### config.mk
export PLATFORM = sky130hd
export DESIGN_NAME = slab_slot_free_list
export DESIGN_NICKNAME = d
export VERILOG_FILES = /design/src/rtl/core/sfl_pkg.sv /design/src/rtl/core/sfl_ram.sv /design/src/rtl/core/slab_slot_free_list.sv
export SDC_FILE = /design/constraint.sdc
export NUM_CORES = 2
export LEC_CHECK = 0
export BUFFER_PORTS_ARGS = -buffer_cell sky130_fd_sc_hd__buf_2
export CORE_AREA = 3 3 570 459
export CTS_CLUSTER_DIAMETER = 40
export DETAILED_ROUTE_END_ITERATION = 8
export DIE_AREA = 0 0 573 462
export PLACE_DENSITY_LB_ADDON = 0.2
export RECOVER_POWER = 25
export SLEW_MARGIN = 15
export SYNTH_ARGS = -nofsm -noshare
export SYNTH_HDL_FRONTEND = slang
export SYNTH_SLANG_ARGS = --single-unit
### constraint.sdc
create_clock -name clk -period 19 [get_ports clk]
set_clock_uncertainty 0.1 [all_clocks]
set_input_delay 0.95 -clock clk [delete_from_list [all_inputs] [get_ports clk]]
set_output_delay 0.95 -clock clk [all_outputs]
set_load 0.005 [all_outputs]
### src/rtl/core/sfl_pkg.sv
package sfl_pkg;

  localparam int LINK_W = 16;
  localparam logic [LINK_W-1:0] END_MARK = 16'hFFFF;
  localparam logic [8:0] COUNT_MAX = 9'h1FF;

  // command codes
  localparam logic [1:0] CMD_ALLOC = 2'd0;
  localparam logic [1:0] CMD_FREE  = 2'd1;
  localparam logic [1:0] CMD_INIT  = 2'd2;

  // list class codes
  localparam logic [1:0] CLASS_EMPTY   = 2'd0;
  localparam logic [1:0] CLASS_PARTIAL = 2'd1;
  localparam logic [1:0] CLASS_FULL    = 2'd2;

  // configuration register indexes
  localparam logic [1:0] REG_SLOT_COUNT = 2'd0;
  localparam logic [1:0] REG_OBJ_SIZE   = 2'd1;
  localparam logic [1:0] REG_BASE_ADDR  = 2'd2;

  localparam logic [8:0] MUL_LAST = 9'd15;
  localparam logic [8:0] DIV_LAST = 9'd31;

endpackage

### src/rtl/core/sfl_ram.sv
module sfl_ram #(
  parameter int WIDTH = 16,
  parameter int DEPTH = 256
) (
  input  logic                     clk,
  input  logic                     we,
  input  logic [$clog2(DEPTH)-1:0] waddr,
  input  logic [WIDTH-1:0]         wdata,
  input  logic [$clog2(DEPTH)-1:0] raddr,
  output logic [WIDTH-1:0]         rdata
);

  logic [WIDTH-1:0] mem [DEPTH];

  always_ff @(posedge clk) begin
    if (we) begin
      mem[waddr] <= wdata;
    end
    rdata <= mem[raddr];
  end

endmodule

### src/rtl/core/slab_slot_free_list.sv
// Slot manager for one slab, kept as an index-linked free list.
// Input channel in_*: one command per transfer (allocate, free, initialize).
// Output channel out_*: exactly one result per command, in order.
// Configuration: cfg_wen writes register cfg_index (0 slot count, 1 object
// size, 2 base address) at the clock edge; write only while the block idles.
// Command flow: one command at a time, the input is not ready
// while a command is in progress. Allocate runs a 16-step shift-add
// multiply of the slot index by the object size, free an offset
// subtract plus a 32-step restoring divide, initialize one link write
// per slot into the single write port of the link store.
// The multiply, offset subtract and divide share one 33-bit add/subtract unit.
// A finished result sits in the output register; the next command is taken
// meanwhile, but its result waits while the receiver stalls out_tready.
// Reset (rst_n low, synchronous): empty list (head is the end marker), zero
// in-use count, registers to slot count 1, object size 32, base 0. The link
// store is not cleared; an allocate before initialize fails.
module slab_slot_free_list
  import sfl_pkg::*;
#(
  parameter int SLOTS = 256
) (
  input  logic        clk,
  input  logic        rst_n,
  input  logic        in_tvalid,
  output logic        in_tready,
  input  logic [39:0] in_tdata,   // cmd[1:0], obj_addr[33:2], zero pad
  output logic        out_tvalid,
  input  logic        out_tready,
  output logic [47:0] out_tdata,  // result_addr[31:0], ok[32], list_class[34:33],
                                  // in_use[43:35], zero pad
  input  logic        cfg_wen,
  input  logic [1:0]  cfg_index,
  input  logic [31:0] cfg_wdata
);

  localparam int AW = $clog2(SLOTS);
  localparam logic [16:0] SLOTS_W = 17'(SLOTS);

  typedef enum logic [5:0] {
    S_IDLE = 6'b000001,
    S_OFFS = 6'b000010,
    S_DIV  = 6'b000100,
    S_MUL  = 6'b001000,
    S_INIT = 6'b010000,
    S_DONE = 6'b100000
  } state_t;

  state_t      state_r, state_nxt;
  logic [1:0]  cmd_r, cmd_nxt;
  logic [31:0] addr_r, addr_nxt;
  logic [31:0] acc_r, acc_nxt;
  logic [31:0] mcand_r, mcand_nxt;
  logic [15:0] mplier_r, mplier_nxt;
  logic [17:0] rem_r, rem_nxt;
  logic [8:0]  cnt_r, cnt_nxt;
  logic [LINK_W-1:0] head_r, head_nxt;
  logic [8:0]  used_r, used_nxt;
  logic [31:0] res_addr_r, res_addr_nxt;
  logic        res_ok_r, res_ok_nxt;

  logic [8:0]  slot_count_r;
  logic [17:0] obj_size_r;
  logic [31:0] base_addr_r;

  logic        out_valid_r, out_valid_nxt;
  logic [31:0] out_addr_r, out_addr_nxt;
  logic        out_ok_r, out_ok_nxt;
  logic [1:0]  out_class_r, out_class_nxt;
  logic [8:0]  out_used_r, out_used_nxt;

  // shared add/subtract unit
  logic [31:0] op_a, op_b;
  logic        op_sub;
  logic [32:0] sum;

  logic [8:0]  live_n;
  logic [18:0] div_t;
  logic        qbit;
  logic [31:0] quot;
  logic [9:0]  cnt_inc;
  logic [1:0]  class_now;

  logic              ram_we;
  logic [AW-1:0]     ram_waddr;
  logic [LINK_W-1:0] ram_wdata;
  logic [LINK_W-1:0] ram_rdata;

  sfl_ram #(
    .WIDTH (LINK_W),
    .DEPTH (SLOTS)
  ) u_link_ram (
    .clk   (clk),
    .we    (ram_we),
    .waddr (ram_waddr),
    .wdata (ram_wdata),
    .raddr (head_r[AW-1:0]),
    .rdata (ram_rdata)
  );

  assign live_n = ({8'b0, slot_count_r} > SLOTS_W) ? SLOTS_W[8:0] : slot_count_r;
  assign div_t  = {rem_r, acc_r[31]};
  assign sum    = {1'b0, op_a} + {1'b0, op_b ^ {32{op_sub}}} + {32'b0, op_sub};
  assign qbit   = sum[32];
  assign quot   = {acc_r[30:0], qbit};
  assign cnt_inc = {1'b0, cnt_r} + 10'd1;

  always_comb begin
    op_a   = acc_r;
    op_b   = mcand_r;
    op_sub = 1'b0;
    unique case (state_r)
      S_OFFS: begin
        op_a   = addr_r;
        op_b   = base_addr_r;
        op_sub = 1'b1;
      end
      S_DIV: begin
        op_a   = {13'b0, div_t};
        op_b   = {14'b0, obj_size_r};
        op_sub = 1'b1;
      end
      default: begin
        op_a   = acc_r;
        op_b   = mcand_r;
        op_sub = 1'b0;
      end
    endcase
  end

  always_comb begin
    if (used_r == 9'd0) begin
      class_now = CLASS_EMPTY;
    end else if (head_r == END_MARK) begin
      class_now = CLASS_FULL;
    end else begin
      class_now = CLASS_PARTIAL;
    end
  end

  assign in_tready = (state_r == S_IDLE);

  always_comb begin
    state_nxt    = state_r;
    cmd_nxt      = cmd_r;
    addr_nxt     = addr_r;
    acc_nxt      = acc_r;
    mcand_nxt    = mcand_r;
    mplier_nxt   = mplier_r;
    rem_nxt      = rem_r;
    cnt_nxt      = cnt_r;
    head_nxt     = head_r;
    used_nxt     = used_r;
    res_addr_nxt = res_addr_r;
    res_ok_nxt   = res_ok_r;
    ram_we       = 1'b0;
    ram_waddr    = head_r[AW-1:0];
    ram_wdata    = head_r;

    out_valid_nxt = out_valid_r && !out_tready;
    out_addr_nxt  = out_addr_r;
    out_ok_nxt    = out_ok_r;
    out_class_nxt = out_class_r;
    out_used_nxt  = out_used_r;

    unique case (state_r)
      S_IDLE: begin
        if (in_tvalid) begin
          cmd_nxt      = in_tdata[1:0];
          addr_nxt     = in_tdata[33:2];
          res_addr_nxt = 32'd0;
          res_ok_nxt   = 1'b0;
          cnt_nxt      = 9'd0;
          state_nxt    = S_DONE;
          priority if (in_tdata[1:0] == CMD_ALLOC) begin
            if (head_r != END_MARK && {1'b0, head_r} < SLOTS_W) begin
              acc_nxt    = base_addr_r;
              mcand_nxt  = {14'b0, obj_size_r};
              mplier_nxt = head_r;
              state_nxt  = S_MUL;
            end
          end else if (in_tdata[1:0] == CMD_FREE) begin
            if (obj_size_r != 18'd0) begin
              state_nxt = S_OFFS;
            end
          end else if (in_tdata[1:0] == CMD_INIT) begin
            if (live_n == 9'd0) begin
              head_nxt   = END_MARK;
              used_nxt   = 9'd0;
              res_ok_nxt = 1'b1;
            end else begin
              state_nxt = S_INIT;
            end
          end else begin
            state_nxt = S_DONE;
          end
        end
      end
      S_OFFS: begin
        acc_nxt   = sum[31:0];
        rem_nxt   = 18'd0;
        state_nxt = S_DIV;
      end
      S_DIV: begin
        // restoring divide, one quotient bit per cycle
        rem_nxt = qbit ? sum[17:0] : div_t[17:0];
        acc_nxt = quot;
        cnt_nxt = cnt_inc[8:0];
        if (cnt_r == DIV_LAST) begin
          state_nxt = S_DONE;
          if (quot[31:9] == 23'd0 && quot[8:0] < live_n) begin
            ram_we     = 1'b1;
            ram_waddr  = quot[AW-1:0];
            ram_wdata  = head_r;
            head_nxt   = quot[LINK_W-1:0];
            used_nxt   = (used_r != 9'd0) ? used_r - 9'd1 : used_r;
            res_ok_nxt = 1'b1;
          end
        end
      end
      S_MUL: begin
        // shift-add multiply, link of the head is read meanwhile
        if (mplier_r[0]) begin
          acc_nxt = sum[31:0];
        end
        mcand_nxt  = {mcand_r[30:0], 1'b0};
        mplier_nxt = {1'b0, mplier_r[15:1]};
        cnt_nxt    = cnt_inc[8:0];
        if (cnt_r == MUL_LAST) begin
          res_addr_nxt = mplier_r[0] ? sum[31:0] : acc_r;
          res_ok_nxt   = 1'b1;
          head_nxt     = ram_rdata;
          used_nxt     = (used_r != COUNT_MAX) ? used_r + 9'd1 : used_r;
          state_nxt    = S_DONE;
        end
      end
      S_INIT: begin
        ram_we    = 1'b1;
        ram_waddr = AW'(cnt_r);
        ram_wdata = (cnt_inc < {1'b0, live_n}) ? LINK_W'(cnt_inc) : END_MARK;
        cnt_nxt   = cnt_inc[8:0];
        if (cnt_inc == {1'b0, live_n}) begin
          head_nxt   = '0;
          used_nxt   = 9'd0;
          res_ok_nxt = 1'b1;
          state_nxt  = S_DONE;
        end
      end
      S_DONE: begin
        if (!out_valid_r || out_tready) begin
          out_valid_nxt = 1'b1;
          out_addr_nxt  = res_addr_r;
          out_ok_nxt    = res_ok_r;
          out_class_nxt = class_now;
          out_used_nxt  = used_r;
          state_nxt     = S_IDLE;
        end
      end
      default: begin
        state_nxt = S_IDLE;
      end
    endcase
  end

  always_ff @(posedge clk) begin
    if (!rst_n) begin
      state_r      <= S_IDLE;
      head_r       <= END_MARK;
      used_r       <= 9'd0;
      out_valid_r  <= 1'b0;
      slot_count_r <= 9'd1;
      obj_size_r   <= 18'd32;
      base_addr_r  <= 32'd0;
    end else begin
      state_r     <= state_nxt;
      head_r      <= head_nxt;
      used_r      <= used_nxt;
      out_valid_r <= out_valid_nxt;
      if (cfg_wen) begin
        unique case (cfg_index)
          REG_SLOT_COUNT: slot_count_r <= cfg_wdata[8:0];
          REG_OBJ_SIZE:   obj_size_r   <= cfg_wdata[17:0];
          REG_BASE_ADDR:  base_addr_r  <= cfg_wdata;
          default: begin
          end
        endcase
      end
    end
  end

  always_ff @(posedge clk) begin
    cmd_r       <= cmd_nxt;
    addr_r      <= addr_nxt;
    acc_r       <= acc_nxt;
    mcand_r     <= mcand_nxt;
    mplier_r    <= mplier_nxt;
    rem_r       <= rem_nxt;
    cnt_r       <= cnt_nxt;
    res_addr_r  <= res_addr_nxt;
    res_ok_r    <= res_ok_nxt;
    out_addr_r  <= out_addr_nxt;
    out_ok_r    <= out_ok_nxt;
    out_class_r <= out_class_nxt;
    out_used_r  <= out_used_nxt;
  end

  assign out_tvalid = out_valid_r;
  assign out_tdata  = {4'b0, out_used_r, out_class_r, out_ok_r, out_addr_r};

  // the head is either the end marker or a slot inside the store
  a_head_in_range: assert property (@(posedge clk) disable iff (!rst_n)
    (head_r == END_MARK) || ({1'b0, head_r} < SLOTS_W))
    else $error("free head outside the slot range");

  a_fail_zero_addr: assert property (@(posedge clk) disable iff (!rst_n)
    (out_valid_r && !out_ok_r) |-> (out_addr_r == 32'd0))
    else $error("failed command returned a nonzero address");

  a_result_from_done: assert property (@(posedge clk) disable iff (!rst_n)
    $rose(out_valid_r) |-> $past(state_r == S_DONE))
    else $error("result presented without a finished command");

  a_full_has_users: assert property (@(posedge clk) disable iff (!rst_n)
    (out_valid_r && out_class_r == CLASS_FULL) |-> (out_used_r != 9'd0))
    else $error("full class reported with no slot in use");

  a_cmd_kept: assert property (@(posedge clk) disable iff (!rst_n)
    ((state_r == S_DIV) || (state_r == S_OFFS)) |-> (cmd_r == CMD_FREE))
    else $error("divide running for a command other than free");

endmodule

==> results.rst <==
.. list-table::
   :header-rows: 1

   * - Metric
     - Value
   * - Run status
     - complete, but fails checks
   * - Violated checks
     - capacitance limit, slew limit
   * - Vias per std cell
     - 7.36
   * - Critical path cell sequence
     - ha_1, nand4_1, nor2_1, xnor2_1, inv_1, ha_1, nand3_1, nor2_1, o21ai_0, o2111ai_1, nor2_4, clkbuf_1, a21oi_1, clkbuf_1
   * - Pwr Density
     - 102 nW/µm²
   * - Last weighted congestion value of the routability-driven placer
     - 0.913
   * - Yosys Warn Count
     - 0
   * - Hold Path Origin
     - in_tdata[21]
   * - Main flop type after synthesis
     - sky130_fd_sc_hd__edfxtp_1
   * - Row count
     - 166
   * - Setup TNS
     - 0 ns
   * - Total of cells resized after clock tree synthesis
     - 0
   * - Num CTS Buffers
     - 458
   * - Least setup slack across all paths after layout
     - 6.64 ns
   * - Slowest-stage cell, CP
     - sky130_fd_sc_hd__clkbuf_1
   * - Die extent in x
     - 573 µm
   * - Placed cell areas
     - 180000 µm²
   * - Post-synthesis sequential area ratio
     - 75.7%
   * - Startpoint of the worst-slack reg-to-reg timing path
     - cnt_r[0]
   * - First-pass detailed-route iteration total
     - 7
   * - Final Core Density
     - 76.4%
   * - Number of global-route vias before repair
     - 94800
   * - Post-route DRC violation count
     - 0
   * - Worst slew pin tran
     - 9.95 ns
   * - Die area
     - 265000 µm²
   * - Worst setup path category
     - register to register
   * - WP data arrival
     - 11.50 ns
   * - Number of instances in the synthesized netlist
     - 8799
   * - Vert. Die Dim
     - 462 µm
   * - FF+latch count, synth
     - 4419
   * - Sequential cell area
     - 132000 µm²
   * - Static leakage
     - 65.5 nW
   * - Most frequently used cell type in the post-synthesis netlist
     - sky130_fd_sc_hd__edfxtp_1
   * - Number of buffers added to fix hold violations after cts
     - 0
   * - Post-synth EDFFs
     - 4312
   * - Count of pins on the block boundary
     - 129
   * - Count of final max-slew check failures
     - 2133
   * - Antenna violations before repair
     - 31
   * - Clock latency of the later-clocked register in the worst-skew pair
     - 0.95 ns
   * - Detailed Route WL
     - 483000 µm
   * - RSZ-0062 raised after global routing
     - false
   * - Placed wire-length estimate after detailed placement
     - 266000 µm
   * - Yosys top cell area share
     - 74.4%
   * - Detailed router's first-iteration violation count
     - 16800
   * - ANT nets after route
     - 0
   * - Maximum number of pins on one net before global-route repair
     - 257
   * - Number of buffers on the longest clock path
     - 4
   * - Max-cap viol count
     - 36
   * - NumNets Final
     - 9376
   * - Global-route total usage across every layer
     - 36.6%
   * - Setup Buffers After CTS
     - 0
   * - Worst reg2reg setup slack
     - 6.64 ns
   * - Cell accounting for the most synthesized area
     - sky130_fd_sc_hd__edfxtp_1
   * - Footprint of the multi-input gates
     - 40500 µm²
   * - Largest fanout of any net on the critical path
     - 192
   * - Worst setup SP type
     - register
   * - Minimum setup slack after placement
     - 9.78 ns
   * - Starting Density
     - 68.0%
   * - Clock transition at the registers of the reported paths
     - 0.06 ns
   * - Worst VDD drop
     - 126 µV
   * - Filler instances
     - 13200
   * - Area grow syn2layout
     - 12.4%
   * - List of most frequent post-synthesis cells
     - sky130_fd_sc_hd__edfxtp_1, sky130_fd_sc_hd__mux4_2, sky130_fd_sc_hd__mux2i_1, sky130_fd_sc_hd__nand2_1, sky130_fd_sc_hd__nor2_1
   * - Clock H-tree levels
     - 5
   * - Count of final setup violators
     - 0
   * - Hold Path Sink
     - addr_r[19]
   * - Count of placed standard cells in the final layout, fillers left out
     - 13100
   * - Synthesized area divided by synthesized cell count
     - 19.8 µm²
   * - Share of cells above drive strength 1
     - 24.0%
   * - Data required time of the critical path
     - 18.14 ns
   * - Fin crit period
     - 12.36 ns
   * - Crit path largest cell delay
     - 6.89 ns
   * - Post-synthesis cell area
     - 174000 µm²
   * - Worst hold slack across all endpoints
     - 0.0896 ns
   * - Instance count along the most critical hold path
     - 1
   * - Number of sinks handled by clock tree synthesis
     - 4419
   * - Slew margin rel.
     - -563%
   * - Reg2reg path depth
     - 14
   * - Class of the worst hold path
     - input pin to register
   * - Area contributors post-synth
     - sky130_fd_sc_hd__edfxtp_1, sky130_fd_sc_hd__mux4_2, sky130_fd_sc_hd__mux2i_1, sky130_fd_sc_hd__dfxtp_1, sky130_fd_sc_hd__o221ai_1
   * - Final Cell Area
     - 196000 µm²
   * - Endpoint kind of the worst setup timing path
     - register
   * - IO buf count
     - 118
   * - Share of the clock period used by the worst path after layout
     - 65.0%
   * - Dpl cells
     - 12200
   * - Cell at the root of the clock tree
     - sky130_fd_sc_hd__clkbuf_16
   * - Fin. Hold Viols
     - 0
   * - Routed via count
     - 96300
   * - Worst reg2reg endpoint
     - u_link_ram.mem[46][8]
   * - Asr flop ratio synth
     - 0%
   * - Sum of internal, switching and leakage power
     - 19.9 mW
   * - TritonCTS clock tree
     - yes
   * - Wire length of the first global-routing pass
     - 688000 µm
   * - Area inside the core boundary
     - 256000 µm²
   * - Number of distinct library cells after synthesis
     - 88
   * - Total overflow reported by the global router
     - 0
   * - Peak clock frequency supported by timing
     - 80.9 MHz
   * - Routed length per placed instance
     - 36.9 µm
layer usage:
metal	global-route usage (%)	wire length, µm	vias up
li1	-	-	37500
met1	51.8	168000	49000
met4	16.9	26100	28
met5	0	189	-
met3	11.3	72400	1384
met2	53.5	217000	8402
cells in the final DEF (no fill, tap or decap), types with 69 or more instances in the layout:
master,count
sky130_fd_sc_hd__nand2_1,453
sky130_fd_sc_hd__nor2_1,333
sky130_fd_sc_hd__o21ai_0,168
sky130_fd_sc_hd__o22ai_1,150
sky130_fd_sc_hd__mux4_2,942
sky130_fd_sc_hd__dfxtp_1,100
sky130_fd_sc_hd__clkbuf_16,466
sky130_fd_sc_hd__buf_2,85
sky130_fd_sc_hd__a21oi_1,320
sky130_fd_sc_hd__o221ai_1,204
sky130_fd_sc_hd__clkinv_2,69
sky130_fd_sc_hd__mux2i_1,462
sky130_fd_sc_hd__a211oi_1,75
sky130_fd_sc_hd__edfxtp_1,4312
sky130_fd_sc_hd__clkbuf_1,117
sky130_fd_sc_hd__buf_4,358
cells by family after synthesis:
| logic type | share of synthesized area (%) |
|---|---|
| AO/OA/AOI/OAI | 4.50 |
| other | 0.00216 |
| adder cells (fa/ha/maj) | 0.426 |
| buffers and inverters | 1.44 |
| multiplexers | 14.9 |
| flip-flops | 75.7 |
| XOR/XNOR | 0.221 |
| AND/OR/NAND/NOR | 2.81 |
sequential cells by signal, summed over array words and instances, names as in the netlist, 9 cells and up:
| register | cells |
|---|---|
| u_link_ram.mem | 4096 |
| out_used_r | 9 |
| mplier_r | 16 |
| out_addr_r | 32 |
| rem_r | 18 |
| head_r | 16 |
| addr_r | 32 |
| mcand_r | 32 |
| slot_count_r | 9 |
| obj_size_r | 18 |
| res_addr_r | 32 |
| base_addr_r | 32 |
| acc_r | 32 |
| cnt_r | 9 |
| used_r | 9 |
| u_link_ram.rdata | 16 |
area by class of cell:
| cell class | count | area share, % |
|---|---|---|
| repair buffers | 524 | 1.89 |
| clock inverters | 324 | 1.75 |
| inverters | 30 | 0.0614 |
| diodes | 19 | 0.0243 |
| clock buffers | 520 | 6.07 |
| multi-input cells | 3806 | 20.7 |
| flip-flops and latches | 4419 | 67.3 |
| well taps | 3444 | 2.20 |
worst max-delay path, delay by kind of cell (launching register included):
kind	cells	cell delay (ns)
xor+xnor	1	0.49
fa+ha+maj	2	0.59
compound gates	3	0.67
simple gates	5	0.58
flops	1	0.51
buf+inv	3	7.53
how the worst max path moves through the flow:
stage / cells past startpoint / start / slack [ns] / endpoint
5_1_grt: 14 / cnt_r[0] / 6.15 / u_link_ram.mem[35][8]
3_5_place_dp: 16 / state_r[3] / 9.78 / u_link_ram.mem[43][5]
4_1_cts: 16 / state_r[3] / 9.68 / u_link_ram.mem[32][0]
6_report: 14 / cnt_r[0] / 6.64 / u_link_ram.mem[46][8]
2_1_floorplan: 14 / cnt_r[2] / 8.13 / u_link_ram.mem[0][3]
3_3_place_gp: 16 / state_r[2] / 9.95 / u_link_ram.mem[41][3]
power breakdown:
part / switching [mW] / total [mW] / internal [mW]
Sequential: 0.0225 / 10.6 / 10.6
Combinational: 0.124 / 0.168 / 0.0447
Clock: 3.83 / 9.09 / 5.26
Total: 3.97 / 19.9 / 15.9
Power figures use the tool's default switching activity.
